<file path="src/design/spl_pkg.sv">
// Shared types and constants of the speed PI loop unit.
// No dependencies; imported by the controller, datapath and top level.
package spl_pkg;

  // Configuration register indexes
  typedef enum logic [2:0] {
    CFG_SPEED_GAIN     = 3'd0,
    CFG_INTEGRAL_GAIN  = 3'd1,
    CFG_FILTER_ALPHA   = 3'd2,
    CFG_INTEGRAL_LIMIT = 3'd3,
    CFG_TILT_LIMIT     = 3'd4
  } spl_cfg_e;

  localparam int unsigned CfgIndexW = 3;
  localparam int unsigned CfgDataW  = 24;

  // Register reset values
  localparam logic signed [23:0] SPEED_GAIN_RST     = -24'sd241664;
  localparam logic signed [23:0] INTEGRAL_GAIN_RST  = -24'sd808;
  localparam logic        [7:0]  FILTER_ALPHA_RST   = 8'd179;
  localparam logic        [19:0] INTEGRAL_LIMIT_RST = 20'd10000;
  localparam logic        [15:0] TILT_LIMIT_RST     = 16'd10240;

  // Operand pair of the shared multiplier
  typedef enum logic [1:0] {
    MUL_ERR_ALPHA = 2'd0,
    MUL_FS_ALPHA  = 2'd1,
    MUL_KP_FILT   = 2'd2,
    MUL_KI_INTEG  = 2'd3
  } spl_mul_sel_e;

  // Controller to datapath commands
  typedef struct packed {
    logic         capture;
    spl_mul_sel_e mul_sel;
    logic         acc_load;
    logic         acc_add;
    logic         filt_en;
    logic         integ_en;
    logic         out_load;
  } spl_cmd_t;

  // Datapath to controller status
  typedef struct packed {
    logic out_busy;
  } spl_status_t;

endpackage

</file>
<file path="src/design/spl_ctrl.sv">
// Sequencer of the speed PI loop unit.
// Depends on spl_pkg; drives the datapath through spl_cmd_t.
module spl_ctrl (
  input  logic                clk_i,
  input  logic                rst_ni,
  input  logic                in_valid_i,
  output logic                in_ready_o,
  input  spl_pkg::spl_status_t status_i,
  output spl_pkg::spl_cmd_t    cmd_o
);
  import spl_pkg::*;

  typedef enum logic [8:0] {
    ST_IDLE   = 9'b000000001,
    ST_MUL_E  = 9'b000000010,
    ST_MUL_F  = 9'b000000100,
    ST_SUM_F  = 9'b000001000,
    ST_FILT   = 9'b000010000,
    ST_INTEG  = 9'b000100000,
    ST_MUL_KI = 9'b001000000,
    ST_SUM_D  = 9'b010000000,
    ST_DONE   = 9'b100000000
  } spl_state_e;

  spl_state_e state_q, state_d;
  logic       accept;

  // Take an item when idle, or when the finished result can be loaded now
  assign in_ready_o = (state_q == ST_IDLE) ||
                      ((state_q == ST_DONE) && !status_i.out_busy);
  assign accept     = in_ready_o && in_valid_i;

  // Decode commands and next state
  always_comb begin
    state_d          = state_q;
    cmd_o            = '0;
    cmd_o.mul_sel    = MUL_ERR_ALPHA;
    cmd_o.capture    = accept;
    case (state_q)
      ST_IDLE: begin
        if (accept) state_d = ST_MUL_E;
      end
      ST_MUL_E: begin
        cmd_o.mul_sel = MUL_ERR_ALPHA;
        state_d       = ST_MUL_F;
      end
      ST_MUL_F: begin
        cmd_o.mul_sel  = MUL_FS_ALPHA;
        cmd_o.acc_load = 1'b1;
        state_d        = ST_SUM_F;
      end
      ST_SUM_F: begin
        cmd_o.acc_add = 1'b1;
        state_d       = ST_FILT;
      end
      ST_FILT: begin
        cmd_o.filt_en = 1'b1;
        state_d       = ST_INTEG;
      end
      ST_INTEG: begin
        cmd_o.integ_en = 1'b1;
        cmd_o.mul_sel  = MUL_KP_FILT;
        state_d        = ST_MUL_KI;
      end
      ST_MUL_KI: begin
        cmd_o.mul_sel  = MUL_KI_INTEG;
        cmd_o.acc_load = 1'b1;
        state_d        = ST_SUM_D;
      end
      ST_SUM_D: begin
        cmd_o.acc_add = 1'b1;
        state_d       = ST_DONE;
      end
      ST_DONE: begin
        if (!status_i.out_busy) begin
          cmd_o.out_load = 1'b1;
          state_d        = accept ? ST_MUL_E : ST_IDLE;
        end
      end
      default: state_d = ST_IDLE;
    endcase
  end

  // Advance state
  always_ff @(posedge clk_i or negedge rst_ni) begin
    if (!rst_ni) begin
      state_q <= ST_IDLE;
    end else begin
      state_q <= state_d;
    end
  end

endmodule

</file>
<file path="config.mk">
export PLATFORM = sky130hd
export DESIGN_NAME = spl_ctrl
export DESIGN_NICKNAME = d
export VERILOG_FILES = /design/src/design/spl_pkg.sv /design/src/design/spl_ctrl.sv
export SDC_FILE = /design/constraint.sdc
export NUM_CORES = 1
export LEC_CHECK = 0
export BUFFER_PORTS_ARGS = -buffer_cell sky130_fd_sc_hd__buf_4
export CAP_MARGIN = 20
export CORE_UTILIZATION = 45
export DETAILED_ROUTE_END_ITERATION = 10
export PLACE_DENSITY_LB_ADDON = 0.3
export SLEW_MARGIN = 20
export SYNTH_ARGS = -nofsm -noshare
export SYNTH_HDL_FRONTEND = slang
export SYNTH_SLANG_ARGS = --single-unit
export TNS_END_PERCENT = 5
</file>
<file path="constraint.sdc">
create_clock -name clk_i -period 3.1 [get_ports clk_i]
set_clock_uncertainty 0.2 [all_clocks]
set_input_delay 0.62 -clock clk_i [delete_from_list [all_inputs] [get_ports clk_i]]
set_output_delay 0.62 -clock clk_i [all_outputs]
set_load 0.02 [all_outputs]
</file>
# Word-level counts from Yosys, hierarchy flattened
# Index checks and enable logic that the tools add are counted.
# Widths: inputs -> output; s select.
dict set report op_classes {
  n_bitwise 0
  mux 11
  order_cmp 0
  n_mul 0
  shifts 0
  n_div 0
  n_reduce_logical 7
  eq_ne 11
  n_addsub 0
}
# op count
set ops {}
lappend ops {{$pmux 9 s9} 1}
lappend ops {{$mux 9} 2}
lappend ops {{$eq 9x1->1 const B} 1}
lappend ops {{$eq 9x2->1 const B} 1}
lappend ops {{$eq 9x3->1 const B} 1}
lappend ops {{$eq 9x4->1 const B} 1}
lappend ops {{$eq 9x5->1 const B} 1}
lappend ops {{$eq 9x6->1 const B} 1}
lappend ops {{$eq 9x7->1 const B} 1}
lappend ops {{$eq 9x8->1 const B} 1}
lappend ops {{$eq 9x9->1 const B} 1}
lappend ops {{$mux 1} 6}
lappend ops {{$pmux 2 s3} 1}
lappend ops {{$ne 2x2->1 const B} 2}
lappend ops {{$reduce_or 2->1} 2}
lappend ops {{$logic_and 1x1->1} 2}
lappend ops {{$mux 2} 1}
lappend ops {{$reduce_and 2->1} 1}
lappend ops {{$logic_not 1->1} 1}
lappend ops {{$logic_or 1x1->1} 1}
dict set report word_totals {
  inputBits 4
  wordCells 30
  memories 0
  ramBits 0
  output_inout_bits 9
  latchBits 0
  romBits 0
  reg_bits 9
}

# Depth between registers and ports, before layout
dict set report logic_depth {
  word_depth 7
  mapped_depth 6
  mapped_depth_nobuf 4
}

# Least setup slack after synthesis
# Ideal clock, no wire load.
dict set report synth_path {
  kind {register -> output}
  startpoint {register state_q[2]}
  endpoint {output cmd_o[1] (netlist bit)}
  path_stages_with_launch 5
  path_slack_ns 0.540
  t_arrival_ns 1.740
  path_cell_list {dfrtp_1 > buf_6 > nor4_2 > nand2_2 > nor4b_1}
}
# element line
set synth_lines {}
lappend synth_lines {{start: declaration} spl_ctrl.sv:25} ;# spl_state_e state_q, state_d;
lappend synth_lines {{start signal: assignment} spl_ctrl.sv:89} ;# state_q <= state_d;
lappend synth_lines {{end: declaration} spl_ctrl.sv:9} ;# output spl_pkg::spl_cmd_t cmd_o

==> flow_summary.ini <==
[clocking]
cts.path.max_buffers = 2
worstSkewPairLatency_ns = 0.26
ctsResizeCount = 0
cts_buffers = 3
clkSinkCount = 9
cts.clk_slew.worst_paths_ns = 0.06
cts_htree_levels = 1
cts-root-buf = clkbuf_4
cts_tree = yes

[finish]
regMostFlops = state_q
utilization_pct = 55.1
area_growth_pct = 13.7
multi_input_area_um2 = 343
layout.nets = 75
seqCellArea_um2 = 226
antennaDiodeCount = 0
fillerInstances = 116
largestRegisters = state_q x9
drive_gt1_share_pct = 40.0
largest_reg_flops = 9

[pwr]
vdd_drop_max_mv = 0.460
power_leakage_nw = 0.340
p_per_area_nw_per_um2 = 692

[placed_design]
routabilityCongestion = 0.768
dpl.hpwl_um = 847
port-buffer-count = 12
dp_worst_setup_slack_ns = 0.632

[yosys]
synth_edf_count = 0
synth_fp_nets = 64
ys_ff_latch = 9
async_flop_share_pct = 100
synth-main-ff-cell = dfrtp_1
syn_area_per_cell_um2 = 10.6
synth_top_cell_by_area = dfrtp_1
yosys-top-cells-area = dfrtp_1 31%, nor4b_2 7.1%, nor4b_1 6.9%, buf_6 5.3%, dfstp_2 4.1%
syn_inst = 60
synth.top_cell.area_share_pct = 31.4
ys_top_cells_by_count = 8 x dfrtp_1, 5 x nor4b_1
yosysMostFrequentCell = dfrtp_1
yosys_warnings = 0
synth_area_um2 = 638
synth_seq_area_share_pct = 35.5
yosysUniqueCellTypes = 33

[floorplan]
die_y_um = 39.7
die_x_um = 39.7
core_um2 = 1320
io_pins = 13
rows = 13
initial_utilization_pct = 48.4
dieArea_um2 = 1570

[detailed_routing]
first_pass_iters = 4
initialDrtViolationCount = 10
drc = 0
vias = 472
via_per_inst = 5.55
totalWireLength_um = 1140
wire_per_inst_um = 13.4
drtAntennaViolNets = 0

[sta]
slew_viol_final = 0
rsz0062_at_grt = no
final-hold-violation-count = 0
setup_viol = 0
final.setup.tns_ns = 0
whs_ns = 0.315
period_minus_slack_ns = 2.74
period_share_pct = 88.3
clock.fmax_mhz = 365
setup_ws_ns = 0.362
worstMarginPinSlew_ns = 0.390
relSlewSlack_pct = 73.8

[worst_hold_path]
hold_class = input pin to register

[global_route]
grt_pass1_wl_um = 1750
first_global_vias = 403
grt-ovfl-total = 0
grt_max_degree = 10
grt_usage_pct = 17.4
grt_antenna_before_repair = 0

[critical_path]
critPathLaunchType = register
cp_max_fo = 6
worst-endpoint-required_ns = 2.28
worst-setup-path-type = register to output port
worstPathArrival_ns = 1.92
crit_path_end_kind = output port

[run_status]
outcome = finished clean

[flow_run]
cap_violations = 0
[power breakdown]
part	switching, mW	leakage, nW	internal (mW)
logic	0.119	0.204	0.114
registers	0.0357	0.121	0.141
clock network	0.0430	0.0150	0.0497
total	0.198	0.340	0.304
[cell type report]
class | count | share of cell area [%]
clock buffers | 4 | 3.62
inverters | 3 | 1.55
multi-input cells | 41 | 47.2
flip-flops and latches | 9 | 31.2
well taps | 15 | 2.59
repair buffers | 13 | 13.8
[kinds of logic after synthesis]
logic type	Yosys count	synth area share, %
flip-flops	9	35.5
AO/OA/AOI/OAI	7	8.63
AND/OR/NAND/NOR	31	41.0
buffers and inverters	10	10.8
XOR/XNOR	3	4.12
[worst max-delay path: stages, from the launching register on]
cell and delay [ns]:
dfrtp_1 0.46, nor4_2 0.43, nand2_2 0.17, nor4b_2 0.30, or2_1 0.16, buf_4 0.14
[stage by stage]
step                      total power [mW]  cell area (um^2)  std cells
after global routing                 0.535               726         85
after detailed placement             0.411               689         80
after CTS                            0.508               726         85
after floorplan                      0.363               638         60
final                                0.502               726         85
after global placement               0.406               689         80
[cells in the final DEF (no fill, tap or decap), drive strengths merged, types with 2 or more instances in the layout]
cell type | netlist | layout
nor3b | 2 | 2
nand2b | 2 | 2
and3 | 2 | 2
and2 | 4 | 4
dfrtp | 8 | 8
xor2 | 3 | 3
o21ai | 2 | 2
nor4b | 8 | 8
clkbuf | 1 | 4
nand2 | 3 | 3
inv | 3 | 3
buf | 6 | 12
nor2 | 3 | 3
[layer usage]
metal / vias up / GRT usage, % / part of all wire, %
met2: 11 / 22.5 / 43
met3: 2 / 5.11 / 4.2
met4: 0 / 10.3 / 1.1
li1: 239 / - / -
met5: - / 0 / 0
met1: 220 / 24.7 / 51
[worst paths after layout]
path | to | startpoint | cells past startpoint | slack (ns)
max in group asynchronous | state_q[0] | rst_ni | 2 | 1.96
worst max register to register | state_q[0] | state_q[4] | 4 | 1.27
worst min register to register | state_q[4] | state_q[7] | 1 | 0.36
worst min-delay path | state_q[0] | in_valid_i | 2 | 0.32
worst max-delay path | cmd_o[4] | state_q[1] | 5 | 0.36
min in group asynchronous | state_q[1] | rst_ni | 2 | 0.52
[timing repair]
| action | in CTS | in global routing |
|---|---|---|
| hold buffers | 1 | 0 |
| setup buffers | 0 | 0 |
| endpoints found under the hold margin | 8 | 0 |
No activity file was read; power rests on OpenSTA's default activity.
