$ cat src/design/spl_pkg.sv
// Shared types and constants of the speed PI loop unit.
// No dependencies; imported by the controller, datapath and top level.
package spl_pkg;

  // Configuration register indexes
  typedef enum logic [2:0] {
    CFG_SPEED_GAIN     = 3'd0,
    CFG_INTEGRAL_GAIN  = 3'd1,
    CFG_FILTER_ALPHA   = 3'd2,
    CFG_INTEGRAL_LIMIT = 3'd3,
    CFG_TILT_LIMIT     = 3'd4
  } spl_cfg_e;

  localparam int unsigned CfgIndexW = 3;
  localparam int unsigned CfgDataW  = 24;

  // Register reset values
  localparam logic signed [23:0] SPEED_GAIN_RST     = -24'sd241664;
  localparam logic signed [23:0] INTEGRAL_GAIN_RST  = -24'sd808;
  localparam logic        [7:0]  FILTER_ALPHA_RST   = 8'd179;
  localparam logic        [19:0] INTEGRAL_LIMIT_RST = 20'd10000;
  localparam logic        [15:0] TILT_LIMIT_RST     = 16'd10240;

  // Operand pair of the shared multiplier
  typedef enum logic [1:0] {
    MUL_ERR_ALPHA = 2'd0,
    MUL_FS_ALPHA  = 2'd1,
    MUL_KP_FILT   = 2'd2,
    MUL_KI_INTEG  = 2'd3
  } spl_mul_sel_e;

  // Controller to datapath commands
  typedef struct packed {
    logic         capture;
    spl_mul_sel_e mul_sel;
    logic         acc_load;
    logic         acc_add;
    logic         filt_en;
    logic         integ_en;
    logic         out_load;
  } spl_cmd_t;

  // Datapath to controller status
  typedef struct packed {
    logic out_busy;
  } spl_status_t;

endpackage

$ cat src/design/spl_datapath.sv
// Datapath of the speed PI loop unit: registers, shared multiplier, filter,
// integrator and output register. Depends on spl_pkg; driven by spl_ctrl.
module spl_datapath (
  input  logic                           clk_i,
  input  logic                           rst_ni,
  input  logic                           cfg_we_i,
  input  logic [spl_pkg::CfgIndexW-1:0]  cfg_index_i,
  input  logic [spl_pkg::CfgDataW-1:0]   cfg_wdata_i,
  input  logic signed [15:0]             left_speed_i,
  input  logic signed [15:0]             right_speed_i,
  input  logic signed [16:0]             pitch_angle_i,
  input  spl_pkg::spl_cmd_t              cmd_i,
  output spl_pkg::spl_status_t           status_o,
  input  logic                           out_ready_i,
  output logic                           out_valid_o,
  output logic signed [31:0]             drive_value_o,
  output logic signed [16:0]             filtered_error_o,
  output logic signed [20:0]             integral_sum_o
);
  import spl_pkg::*;

  logic signed [23:0] speed_gain_q, integral_gain_q;
  logic        [7:0]  filter_alpha_q;
  logic        [19:0] integral_limit_q;
  logic        [15:0] tilt_limit_q;

  logic signed [16:0] err_q, pitch_q, filt_q, filt_d;
  logic signed [20:0] integ_q, integ_d;
  logic signed [24:0] mul_a;
  logic signed [21:0] mul_b;
  logic signed [46:0] prod_d, prod_q, acc_q;
  logic        [8:0]  alpha_inv;

  logic signed [26:0] fsum, fbias;
  logic signed [21:0] isum, ilim, iclamp;
  logic signed [17:0] pitch_x, tilt_x;
  logic signed [46:0] dbias;
  logic signed [34:0] dquo;
  logic signed [31:0] drive_d;

  logic               out_valid_q;
  logic signed [31:0] drive_q;
  logic signed [16:0] filt_out_q;
  logic signed [20:0] integ_out_q;

  // Configuration registers
  always_ff @(posedge clk_i or negedge rst_ni) begin
    if (!rst_ni) begin
      speed_gain_q     <= SPEED_GAIN_RST;
      integral_gain_q  <= INTEGRAL_GAIN_RST;
      filter_alpha_q   <= FILTER_ALPHA_RST;
      integral_limit_q <= INTEGRAL_LIMIT_RST;
      tilt_limit_q     <= TILT_LIMIT_RST;
    end else if (cfg_we_i) begin
      case (cfg_index_i)
        CFG_SPEED_GAIN:     speed_gain_q     <= $signed(cfg_wdata_i);
        CFG_INTEGRAL_GAIN:  integral_gain_q  <= $signed(cfg_wdata_i);
        CFG_FILTER_ALPHA:   filter_alpha_q   <= cfg_wdata_i[7:0];
        CFG_INTEGRAL_LIMIT: integral_limit_q <= cfg_wdata_i[19:0];
        CFG_TILT_LIMIT:     tilt_limit_q     <= cfg_wdata_i[15:0];
        default: ;
      endcase
    end
  end

  // Capture speed error and pitch of the accepted item
  always_ff @(posedge clk_i) begin
    if (cmd_i.capture) begin
      err_q   <= 17'(left_speed_i) + 17'(right_speed_i);
      pitch_q <= pitch_angle_i;
    end
  end

  // Select multiplier operands
  assign alpha_inv = 9'd256 - {1'b0, filter_alpha_q};
  always_comb begin
    case (cmd_i.mul_sel)
      MUL_ERR_ALPHA: begin
        mul_a = $signed({16'd0, alpha_inv});
        mul_b = 22'(err_q);
      end
      MUL_FS_ALPHA: begin
        mul_a = $signed({17'd0, filter_alpha_q});
        mul_b = 22'(filt_q);
      end
      MUL_KP_FILT: begin
        mul_a = 25'(speed_gain_q);
        mul_b = 22'(filt_q);
      end
      MUL_KI_INTEG: begin
        mul_a = 25'(integral_gain_q);
        mul_b = 22'(integ_q);
      end
      default: begin
        mul_a = '0;
        mul_b = '0;
      end
    endcase
  end
  assign prod_d = mul_a * mul_b;

  // Register product, load or add into the accumulator
  always_ff @(posedge clk_i) begin
    prod_q <= prod_d;
    if (cmd_i.acc_load) begin
      acc_q <= prod_q;
    end else if (cmd_i.acc_add) begin
      acc_q <= acc_q + prod_q;
    end
  end

  // Divide the filter sum by 256, truncating toward zero
  assign fsum   = acc_q[26:0];
  assign fbias  = fsum + $signed({19'd0, {8{fsum[26]}}});
  assign filt_d = fbias[24:8];

  // Integrate, clamp and clear when the pitch is past the tilt limit
  assign isum    = 22'(integ_q) + 22'(filt_q);
  assign ilim    = $signed({2'b00, integral_limit_q});
  assign pitch_x = 18'(pitch_q);
  assign tilt_x  = $signed({2'b00, tilt_limit_q});
  always_comb begin
    if (isum > ilim) begin
      iclamp = ilim;
    end else if (isum < -ilim) begin
      iclamp = -ilim;
    end else begin
      iclamp = isum;
    end
    if ((pitch_x > tilt_x) || (pitch_x < -tilt_x)) begin
      integ_d = '0;
    end else begin
      integ_d = iclamp[20:0];
    end
  end

  // Filter and integrator state
  always_ff @(posedge clk_i or negedge rst_ni) begin
    if (!rst_ni) begin
      filt_q  <= '0;
      integ_q <= '0;
    end else begin
      if (cmd_i.filt_en)  filt_q  <= filt_d;
      if (cmd_i.integ_en) integ_q <= integ_d;
    end
  end

  // Divide the drive sum by 4096 toward zero, then saturate to 32 bits
  assign dbias = acc_q + $signed({35'd0, {12{acc_q[46]}}});
  assign dquo  = dbias[46:12];
  always_comb begin
    if (!dquo[34] && (|dquo[33:31])) begin
      drive_d = {1'b0, {31{1'b1}}};
    end else if (dquo[34] && !(&dquo[33:31])) begin
      drive_d = {1'b1, 31'd0};
    end else begin
      drive_d = dquo[31:0];
    end
  end

  // Output register: hold the result until it is taken
  always_ff @(posedge clk_i or negedge rst_ni) begin
    if (!rst_ni) begin
      out_valid_q <= 1'b0;
    end else if (cmd_i.out_load) begin
      out_valid_q <= 1'b1;
    end else if (out_ready_i) begin
      out_valid_q <= 1'b0;
    end
  end

  always_ff @(posedge clk_i) begin
    if (cmd_i.out_load) begin
      drive_q     <= drive_d;
      filt_out_q  <= filt_q;
      integ_out_q <= integ_q;
    end
  end

  assign status_o.out_busy = out_valid_q && !out_ready_i;
  assign out_valid_o       = out_valid_q;
  assign drive_value_o     = drive_q;
  assign filtered_error_o  = filt_out_q;
  assign integral_sum_o    = integ_out_q;

endmodule

$ cat config.mk
export PLATFORM = sky130hd
export DESIGN_NAME = spl_datapath
export DESIGN_NICKNAME = d
export VERILOG_FILES = /design/src/design/spl_pkg.sv /design/src/design/spl_datapath.sv
export SDC_FILE = /design/constraint.sdc
export NUM_CORES = 2
export LEC_CHECK = 0
export BUFFER_PORTS_ARGS = -buffer_cell sky130_fd_sc_hd__buf_2
export CAP_MARGIN = 10
export CORE_ASPECT_RATIO = 0.9
export CORE_MARGIN = 4
export CORE_UTILIZATION = 30
export DETAILED_ROUTE_END_ITERATION = 7
export GPL_ROUTABILITY_DRIVEN = 0
export HOLD_SLACK_MARGIN = 0.06
export PLACE_DENSITY = 0.48
export SYNTH_ARGS = -nofsm -noshare
export SYNTH_HDL_FRONTEND = slang
export SYNTH_SLANG_ARGS = --single-unit
$ cat constraint.sdc
create_clock -name clk_i -period 9.3 [get_ports clk_i]
set_input_delay 0.465 -clock clk_i [delete_from_list [all_inputs] [get_ports clk_i]]
set_output_delay 0.465 -clock clk_i [all_outputs]
set_load 0.1 [all_outputs]
# Word level (Yosys, flattened, before mapping)

Index checks and enable logic that the tools add are counted.

Register bits after elaboration: 329
Bits of input ports: 88
Output and inout bits: 72
Word-level logic and storage cells: 64

$add $sub $neg: 8
Multiply operators: 1
Order comparisons: 4
Eq/ne operators: 7
Muxes and demuxes: 10
Reduce and logical (&&, ||, !) cells: 19

Operator list:

| kind                                                               | number |
|---|---|
| 25-bit case mux with 4 select lines                                | 1 |
| 47-bit two-way mux                                                 | 2 |
| 22-bit case mux with 3 select lines                                | 1 |
| 21-bit two-way mux                                                 | 3 |
| 47-bit by 13-bit adder with 47-bit output                          | 1 |
| 47-bit adder                                                       | 1 |
| 25-bit by 22-bit multiplier with 47-bit output                     | 1 |
| 32-bit two-way mux                                                 | 1 |
| 25-bit by 9-bit adder with 25-bit output                           | 1 |
| 21-bit by 17-bit adder with 22-bit output                          | 1 |
| 22-bit by 21-bit > comparator with 1-bit output                    | 1 |
| 22-bit less-than comparator                                        | 1 |
| 20-bit negation with 22-bit output                                 | 1 |
| 17-bit by 18-bit less-than comparator with 1-bit output            | 1 |
| 16-bit negation with 18-bit output                                 | 1 |
| 16-bit by 16-bit adder with 17-bit output                          | 1 |
| 17-bit > comparator                                                | 1 |
| 2-bit AND reduction                                                | 5 |
| 9-bit by 8-bit subtractor with 9-bit output (first input constant) | 1 |
| 3-bit by 2-bit == test with 1-bit output (second input constant)   | 2 |
| 2-bit == test (second input constant)                              | 2 |
| 2-bit nonzero test                                                 | 2 |
| 3-bit by 1-bit == test with 1-bit output (second input constant)   | 1 |
| 3-bit == test (second input constant)                              | 1 |
| 10 further kinds                                                   | 15 |

# Longest topological paths before layout

Word-level depth: 5
Depth in mapped cells: 33
Depth with buffers taken out: 31

# Least setup slack after synthesis

No wires, ideal clock.

Path kind: in2reg
From: input cmd_i[5] (netlist name)
To: register prod_q[45]
Library setup time: 72 ps
Arrival time: 7956 ps
Setup slack: 1272 ps
Cell stages on the path: 32
Path buffers: 4
Cells stage by stage: inv_1 ha_1 clkbuf_1 clkbuf_1 buf_1 mux2i_1 nor2_1 fa_1 inv_1 fa_1 inv_1 fa_1 inv_1 fa_1 inv_1 fa_1 fa_1 inv_1 fa_1 inv_1 ha_1 clkbuf_1 nand4_1 a211oi_1 nor4_1 o21ai_0 a211oi_1 nor2_1 a211oi_2 o21ai_1 a221oi_1 xnor2_1

Word-level cells in the longest chain between the ends: 4

RTL lines:

| item                                                                      | line                | RTL |
|---|---|---|
| start: declaration                                                        | spl_datapath.sv:12  | `input spl_pkg::spl_cmd_t cmd_i,` |
| 2-bit == test or 2-bit by 1-bit == test with 1-bit output (tied branches) | spl_datapath.sv:77  | `case (cmd_i.mul_sel)` |
| 2-bit OR reduction (no line)                                              | --                  |  |
| 22-bit case mux with 3 select lines                                       | spl_datapath.sv:77  |  |
| 25-bit by 22-bit multiplier with 47-bit output (*)                        | spl_datapath.sv:100 | `assign prod_d = mul_a * mul_b;` |
| via prod_d[45]                                                            | spl_datapath.sv:31  | `logic signed [46:0] prod_d, prod_q, acc_q;` |
| end signal: assignment                                                    | spl_datapath.sv:104 | `prod_q <= prod_d;` |
| end: declaration                                                          | spl_datapath.sv:31  |  |

The timed path passes the listed nets; every way through them passes the cells marked *.
A chain may end at the register's enable or synchronous reset.

# Final worst setup path

From: input cmd_i[5] (netlist name)
To: register prod_q[41]

Same word-level chain as after synthesis.

==> impl_metrics.ini <==
[die]
std_cell_rows = 125
start_util_pct = 30.37
coreArea_sq_mm = 0.1297
die_h_microns = 351.7
dieArea_sq_mm = 0.1371
die_w_microns = 389.9
pin_count = 160

[route]
wire_per_inst_microns = 22.23
num_vias = 30479
vias_per_cell = 5.015
dr.pass1.iters = 8
wirelength_mm = 135.1
first_iter_violations = 2625
drc_errors = 0
antenna_left = 0

[sta]
maxSlewViolCount = 0
max_freq_ghz = 0.1131
period_share_pct = 95.06
tns_ps = 0
setup_violations = 0
period_minus_slack_ps = 8841
finalHoldViolCount = 0
slew_headroom_pct = 17.87
rsz0062_at_grt = no
clock_skew_ps = 41.18
fin_ws_ps = 459.2
tightest_slew_ps = 1232

[synth]
syn_area_sq_mm = 0.03937
synth_cell_types = 84
syn-num-nets = 5108
ys_async_sr_fraction_pct = 39.82
synth_edf_count = 151
yosysTopAreaCell = fa_1
yosysSeqAreaShare_pct = 22.35
syn_area_per_cell_sq_um = 9.494
yosysWarnings = 0
yosysTopAreaCellShare_pct = 28.02
ys_ff_latch = 329
yosys-top-cells-area = fa_1, edfxtp_1, ha_1
syn_inst = 4147
ys.flop_type = edfxtp_1

[cts]
clk_pin_slew_ps = 60
cts_max_path_buffers = 3
cts-root-buf = clkbuf_16
tritoncts = yes
clock-sinks = 329
postCtsSetupBuffers = 0
cts_max_level = 2
clk-insertion-delay-late_ps = 620
cts_made_buffers = 41

[grt]
gr-usage-met2_pct = 29.03
grt_max_degree = 77
busiest_layer = met2
grt_pass1_wl_mm = 204.2
grt_pass1_vias = 31062
track_usage_pct = 19.76
grt-ovfl-total = 0
use_met3_pct = 5.866
grtUsageMet1_pct = 28.62
antenna_found_initial = 9

[placed_design]
hpwl_mm = 112.1
place_ws_ps = 164.7
port_buffers = 159

[worst_hold_path]
hp-class = input pin to register
hold-path-cell-count = 2

[critical_path]
critical_path_class = input pin to register
worstPathMaxFanout = 27
slowest_stage = nor2_1
arrival_ps = 9330
max_stage_delay_ps = 820
crit_top_cell = fa_1
critPathCaptureType = register
rr_worst_depth = 25
start_kind = input pin
required_ps = 9790

[cells_and_area]
fillers = 13407
final_net_count = 5291
synthToLayoutAreaGrowth_pct = 11.96
drive_gt1_share_pct = 11.53

[outcome]
outcome = complete, no violations

[run]
drv_cap = 0
-- critical path, delay by kind of cell --
family | cells | cell delay (ps)
AO/OA/AOI/OAI | 7 | 1490
adder cells (fa/ha/maj) | 9 | 4530
buffers and inverters | 7 | 950
AND/OR/NAND/NOR | 6 | 1880
-- flip-flops by register name, summed over array words and instances (netlist names) --
signal and cells:
integral_limit_q 20, out_valid_o 1, tilt_limit_q 16, filt_q 17, filter_alpha_q 8, integral_sum_o 21
drive_value_o 32, prod_q 47, err_q 17, integ_q 21, speed_gain_q 24, pitch_q 17
acc_q 47, filtered_error_o 17, integral_gain_q 24
-- area by class of cell --
type	count	area, sq um	area share, %
Clock buffer	49	1080	2.450
Tap cell	1714	2145	4.865
Sequential cell	329	8801	19.97
Inverter	660	2477	5.620
Timing Repair Buffer	282	1773	4.022
Clock inverter	26	187.7	0.4258
Multi-Input combinational cell	3016	27610	62.64
Antenna cell	2	5.005	0.01135
-- timing repair --
action	4_1_cts	5_1_grt
resized for setup	0	0
hold buffers	18	0
hold endpoints to repair	67	0
-- cell usage after synthesis (all sizes together), types with 7 or more instances --
cell type	number
and3	27
nor3	48
o21a	19
and2	15
xnor2	130
a31oi	12
a22o	26
a31o	7
a21o	94
clkbuf	131
dfrtp	93
nand4	25
or2	17
nand3	57
edfxtp	151
fa	551
nor2b	36
o211ai	22
o221ai	13
ha	322
a221oi	7
or3	15
mux2	89
nor2	376
nor4	15
o31ai	8
nand2b	41
a211o	10
nand2	462
o21bai	10
mux2i	19
dfxtp	47
xor2	68
buf	11
o2bb2ai	9
dfstp	38
inv	660
a211oi	18
a21oi	163
o21ai	176
a22oi	30
-- logic make-up after synthesis --
| family | synth area share (%) |
|---|---|
| XOR/XNOR | 4.404 |
| buffers and inverters | 7.668 |
| flip-flops | 22.35 |
| adder cells (fa/ha/maj) | 38.25 |
| AND/OR/NAND/NOR | 13.10 |
| multiplexers | 3.028 |
| AO/OA/AOI/OAI | 11.20 |
-- metal layers --
layer / part of all wire [%] / vias up
met3: 9.7 / 157
li1: - / 13954
met2: 41 / 1147
met4: 2.3 / 2
met5: 0.0096 / -
met1: 47 / 15219
-- stage by stage --
step	cells	area [sq um]	hold WS [ps]	util [%]
2_1_floorplan	4147	39370	169.4	-
3_3_place_gp	5983	42630	489.7	32.88
3_5_place_dp	5983	42630	495.6	32.88
4_1_cts	6076	44070	123.0	33.99
5_1_grt	6077	44080	132.0	34.00
6_report	6078	44080	144.4	34.00
-- worst paths after layout --
kind,start,to,slack (ps)
worst max register to register,filt_q[9],prod_q[41],580
min in group asynchronous,rst_ni,filt_q[2],400
worst min-delay path,cfg_wdata_i[22],integral_gain_q[22],140
max in group asynchronous,rst_ni,speed_gain_q[16],7390
worst max-delay path,cmd_i[5],prod_q[41],460
worst min register to register,speed_gain_q[0],speed_gain_q[0],510
-- cell usage in the layout, fill, tap and decap left out, types with 14 or more instances in the layout --
cell type	netlist	final
inv_1	659	659
fa_1	551	551
nand2_1	462	462
nor2_1	376	376
ha_1	322	320
a21oi_1	163	163
o21ai_0	161	161
buf_2	4	157
edfxtp_1	151	151
xnor2_1	130	130
buf_4	1	106
a21o_1	94	94
dfrtp_1	93	93
mux2_2	89	89
xor2_1	68	68
nand3_1	57	57
dfxtp_1	47	47
nor3_1	47	46
nand2b_1	41	41
clkbuf_16	0	41
dfstp_2	38	38
nor2b_1	36	36
a22oi_1	30	30
and3_1	27	27
a22o_1	26	26
nand4_1	24	24
o211ai_1	22	22
o21a_1	19	19
mux2i_1	19	18
dlygate4sd3_1	0	18
or2_2	17	17
a211oi_1	17	17
and2_1	15	15
o21ai_1	15	14
Power is not shown: default switching activity piles up to over one toggle a cycle in this logic, so the estimate is an artifact.
